File: config.mk
export PLATFORM = sky130hd
export DESIGN_NAME = sghb_front
export DESIGN_NICKNAME = d
export VERILOG_FILES = /design/src/rtl/sghb_front.sv
export SDC_FILE = /design/constraint.sdc
export NUM_CORES = 1
export LEC_CHECK = 0
export ABC_CLOCK_PERIOD_IN_PS = 2000
export BUFFER_PORTS_ARGS = -buffer_cell sky130_fd_sc_hd__clkbuf_2
export CORE_ASPECT_RATIO = 1.25
export CORE_MARGIN = 10
export CORE_UTILIZATION = 49
export DETAILED_ROUTE_END_ITERATION = 8
export GPL_TIMING_DRIVEN = 0
export MAX_ROUTING_LAYER = met4
export PLACE_DENSITY_LB_ADDON = 0.08
export SKIP_LAST_GASP = 1
export SYNTH_ARGS = -nofsm -noshare
export SYNTH_HDL_FRONTEND = slang
export SYNTH_SLANG_ARGS = --single-unit
export TNS_END_PERCENT = 30
File: constraint.sdc
create_clock -name aclk -period 2 [get_ports aclk]
set_input_delay 0.1 -clock aclk [delete_from_list [all_inputs] [get_ports aclk]]
set_output_delay 0.1 -clock aclk [all_outputs]
set_load 0.01 [all_outputs]
File: src/rtl/sghb_front.sv
// ----------------------------------------------------------------------------
// sghb_front
// accepts item beats and pushes them into a two-entry queue for the back end
// ----------------------------------------------------------------------------
module sghb_front #(
    parameter int W = 8
) (
    input  logic         aclk,
    input  logic         aresetn,
    input  logic         in_valid,
    output logic         in_ready,
    input  logic [W-1:0] in_data,
    output logic         q_valid,
    input  logic         q_pop,
    output logic [W-1:0] q_data
);
    logic [W-1:0] slot_reg [2];
    logic [1:0]   cnt_reg, cnt_next;
    logic         rd_reg, wr_reg;
    logic         push;

    assign in_ready = (cnt_reg != 2'd2);
    assign push     = in_valid && in_ready;
    assign q_valid  = (cnt_reg != 2'd0);
    assign q_data   = slot_reg[rd_reg];

    always_comb begin
        cnt_next = cnt_reg + 2'(push) - 2'(q_pop && q_valid);
    end

    // queue pointers
    always_ff @(posedge aclk) begin
        if (!aresetn) begin
            cnt_reg <= '0;
            rd_reg  <= 1'b0;
            wr_reg  <= 1'b0;
        end else begin
            cnt_reg <= cnt_next;
            if (push) wr_reg <= ~wr_reg;
            if (q_pop && q_valid) rd_reg <= ~rd_reg;
        end
    end

    // queue storage
    always_ff @(posedge aclk) begin
        if (push) slot_reg[wr_reg] <= in_data;
    end
endmodule

Yosys cells after proc, flatten, opt, wreduce, memory -nomap -nowiden
Memory sizes are Yosys's and may differ from the RTL's. A register that Yosys moved wholly into a read port is not among the register bits.
Index checks and enable logic that the tools add are counted.
- input bits: 12
- RAM bits: 16
- output and inout bits: 10
- memories kept: 1
- bits in latches: 0
- flip-flop bits (word level): 4
- logic and storage cells: 16
- ROM bits: 0
- memories (name ; words ; width ; rd ports ; clocked after Yosys merged registers in ; write ports ; line ; source):
    slot_reg ; 2 ; 8 ; 1 ; 1 ; 1 ; 17 ; logic [W-1:0] slot_reg [2];
- multipliers: 0
- shift operators: 0
- magnitude comparators: 0
- reductions and logical operators: 3
- eq/ne operators: 1
- muxes and demuxes: 4
- divide/modulo/power cells: 0
- add/subtract/negate cells: 2
- bitwise operators: 2
- operator list (cell ; number):
    2-to-1 mux 1 bit ; 4
    adder 2 x 1 -> 2 bit ; 1
    logical AND 1 bit ; 2
    != test 2 bit (second input constant) ; 1
    NOT 1 bit ; 2
    nonzero test 2 bit ; 1
    subtractor 2 x 1 -> 2 bit ; 1

Logic depth before layout (Yosys ltp)
- depth in word-level cells: 4
- mapped depth: 8

Worst setup path before layout
No wires, ideal clock.
- path kind: register -> register
- start point: register cnt_reg[0]
- end point: register cnt_reg[1]
- clock period less this slack: 1.608 ns
- cell stages (with the launch flop): 9
- path slack: 0.392 ns
- path buffers: 0
- required time: 1.885 ns
- arrival time: 1.493 ns
- setup time: 0.115 ns
- cells stage by stage: dfxtp_1 -> nand2b_1 -> nand2_1 -> ha_1 -> inv_1 -> ha_1 -> xnor2_1 -> xnor2_1 -> and2_1
- word-level cells in the longest chain between the ends: 4
- RTL lines (item ; line ; source):
    start: declaration ; 18 ; logic [1:0] cnt_reg, cnt_next;
    start signal: assignment ; 38 ; cnt_reg <= cnt_next;
    != test 2 bit ; 22 ; assign in_ready = (cnt_reg != 2'd2);
    via in_ready ; 11 ; output logic in_ready,
    logical AND 1 bit ; 23 ; assign push = in_valid && in_ready;
    adder 2 x 1 -> 2 bit ; 28 ; cnt_next = cnt_reg + 2'(push) - 2'(q_pop && q_valid);
    subtractor 2 x 1 -> 2 bit ; 28 ;
The timed path passes the listed nets, and every way through them passes these cells.
A chain may end at the register's enable or synchronous reset.

Final worst setup path
- start point: register cnt_reg[0]
- end point: register cnt_reg[1]
- word-level cells in the longest chain between the ends: 4
- RTL lines (item ; line):
    != test 2 bit ; 22
    logical AND 1 bit ; 23
    adder 2 x 1 -> 2 bit ; 28
    subtractor 2 x 1 -> 2 bit * ; 28
Mark *: on every way between the ends. The rest lies on a longest branch, timed or not.

==> impl_metrics.toml <==
[die]
core_sq_um = 1560
die-area_sq_um = 3690
die_w_um = 56.4
dieHeight_um = 65.5
io_pins = 22
initial_core_util = 0.519
row_count = 16

[route]
drc = 0
drtAntennaViolNets = 0
viasPerCell = 4.73
firstDrtPassIters = 3
drt-total-wl_mm = 1.30
drtIter0Drc = 7
via_count = 473
wl_per_cell_um = 13.0

[timing]
fin_hold_ws_ns = 0.0853
clock.fmax_ghz = 0.614
finalHoldViolCount = 0
final_max_slew_viol_count = 0
rsz0062_at_grt = "no"
setup_slack_ns = 0.371
maxSlewHeadroom = 0.555
setup_viol = 0
fin_skew_ns = 0.00279
period_minus_slack_ns = 1.63
fin_setup_tns_ns = 0
period_share = 0.815
tightest_slew_ns = 0.664

[synthesis]
synth.area.mux_share = 0.123
synthXorXnorAreaFrac = 0.0324
synth_area_per_cell_sq_um = 16.5
ys_types = 16
synth_warnings = 0
yosysSeqAreaShare = 0.716
syn-num-nets = 63
synth_top_area_frac = 0.593
ys_seq_elements = 21
synth_compound_area_frac = 0.0108
synth_top_family_by_area = "multiplexers"
yosysTopAreaCell = "edfxtp_1"
synthAdderAreaFrac = 0.0309
synthSimpleGateAreaFrac = 0.0756
syn-instance-count = 49
ys_top_cells_by_area = "edfxtp_1 (59%), dfxtp_1 (12%), mux2_2 (11%)"
netlist_area_sq_um = 811

[cts]
clkSinkCount = 21
clk_path_buf_depth = 2
h-tree-depth = 1
cts_made_buffers = 3
cts_resized = 0
cts-root-buf = "clkbuf_4"
clock_latency_ns = 0.29
cts_tree = "built"
clk_pin_slew_worst_paths_ns = 0.10

[global_routing]
grt_pass1_wl_mm = 2.19
gr-usage-all-layers = 0.0751
antenna_found_initial = 0
grt_start_max_net_pins = 12
grt_pass1_vias = 516
grt_overflow_total = 0

[status]
status = "complete, no violations"

[setup_path]
arrival_ns = 1.82
critPathMaxFanout = 4
cp-startpoint = "cnt_reg[0]$_SDFF_PN0_"
crit_required_ns = 2.19
r2r-start = "cnt_reg[0]$_SDFF_PN0_"
critPathKind = "reg2reg"
end_kind = "register"
crit_path_start_kind = "register"

[worst_hold_path]
hold_class = "in2reg"
hp-start = "aresetn"

[finish]
finalNonFillerCells = 100
utilization = 0.669
fin_area_sq_um = 1040
largest_reg_flops = 16
fillers = 129
drive_gt1_frac = 0.427
nets = 97
syn_to_final_growth_pct = 28.9
antenna_cells = 0

[placement]
dp_slack_ns = 0.377
dp_cells = 88
placed_cell_area_sq_um = 938
port_buffers = 21
finalWeightedCongestion = 0.608

[power]
p_total_mw = 1.15
peakVddDrop_v = 0.000633
powerDensity_nw_per_um2 = 1100
p_leak_nw = 0.428

[flow_run]
maxCapViolCount = 0
[path summary, 6_finish.rpt]
check | endpoint | slack [ns] | depth (start not counted)
worst min register to register | wr_reg$_SDFFE_PN0N_ | 0.49 | 2
worst max register to register | cnt_reg[1]$_SDFF_PN0_ | 0.37 | 8
worst max-delay path | cnt_reg[1]$_SDFF_PN0_ | 0.37 | 8
worst min-delay path | cnt_reg[0]$_SDFF_PN0_ | 0.09 | 2
[routing by layer]
layer	vias up	track usage	routed length (um)
li1	242	-	-
met1	218	0.0751	521
met2	11	0.131	709
met3	2	0.0288	63
met4	0	0.0271	8
met5	-	-	0
[layout make-up]
type | count | area, sq um | share of cell area
flip-flops and latches | 21 | 581 | 0.556
inverters | 1 | 3.75 | 0.00359
multi-input cells | 26 | 221 | 0.212
well taps | 18 | 22.5 | 0.0216
plain buffers | 1 | 5.00 | 0.00479
repair buffers | 29 | 185 | 0.177
clock buffers | 4 | 26.3 | 0.0251
[synthesized netlist by cell type]
| cell type | count |
|---|---|
| buf_2 | 1 |
| or2_2 | 1 |
| ha_1 | 2 |
| nor2_1 | 1 |
| nand2_1 | 2 |
| o21a_2 | 1 |
| edfxtp_1 | 16 |
| and2_1 | 2 |
| dfxtp_1 | 5 |
| inv_1 | 1 |
| xnor2_1 | 3 |
| nand2b_1 | 2 |
| mux2_2 | 8 |
| nor2b_1 | 2 |
| mux2i_1 | 1 |
| and3_1 | 1 |
[layout by cell type, fill, tap and decap left out, types with 3 or more instances in the layout]
cell and instances:
xnor2_1 3, dlygate4sd3_1 8, mux2_2 8, dfxtp_1 5
clkbuf_4 3, edfxtp_1 16, clkbuf_2 21
[repair_timing]
action / in CTS / in global routing
buffers inserted: 0 / 0
hold endpoints to repair: 16 / 0
hold buffers: 8 / 0
setup endpoints to repair: 0 / 0
[worst max-delay path: stages (launching register included)]
cell	delay (ns)
dfxtp_1	0.37
nand2b_1	0.16
nand2_1	0.12
ha_1	0.29
inv_1	0.04
ha_1	0.17
xnor2_1	0.13
xnor2_1	0.12
and2_1	0.14
[where the power goes]
| group | switching [mW] | internal, mW |
|---|---|---|
| Clock | 0.109 | 0.0774 |
| Sequential | 0.0311 | 0.555 |
| Combinational | 0.179 | 0.195 |
| Total | 0.320 | 0.828 |
[cells by family after synthesis]
| group | Yosys count |
|---|---|
| AOI/OAI and AO/OA | 1 |
| buffers and inverters | 2 |
| xor gates and xnor gates | 3 |
| adders and majority gates | 2 |
| and+or+nand+nor | 11 |
| muxes | 9 |
| DFF | 21 |
Note: power is estimated with default switching activity, not from simulation.
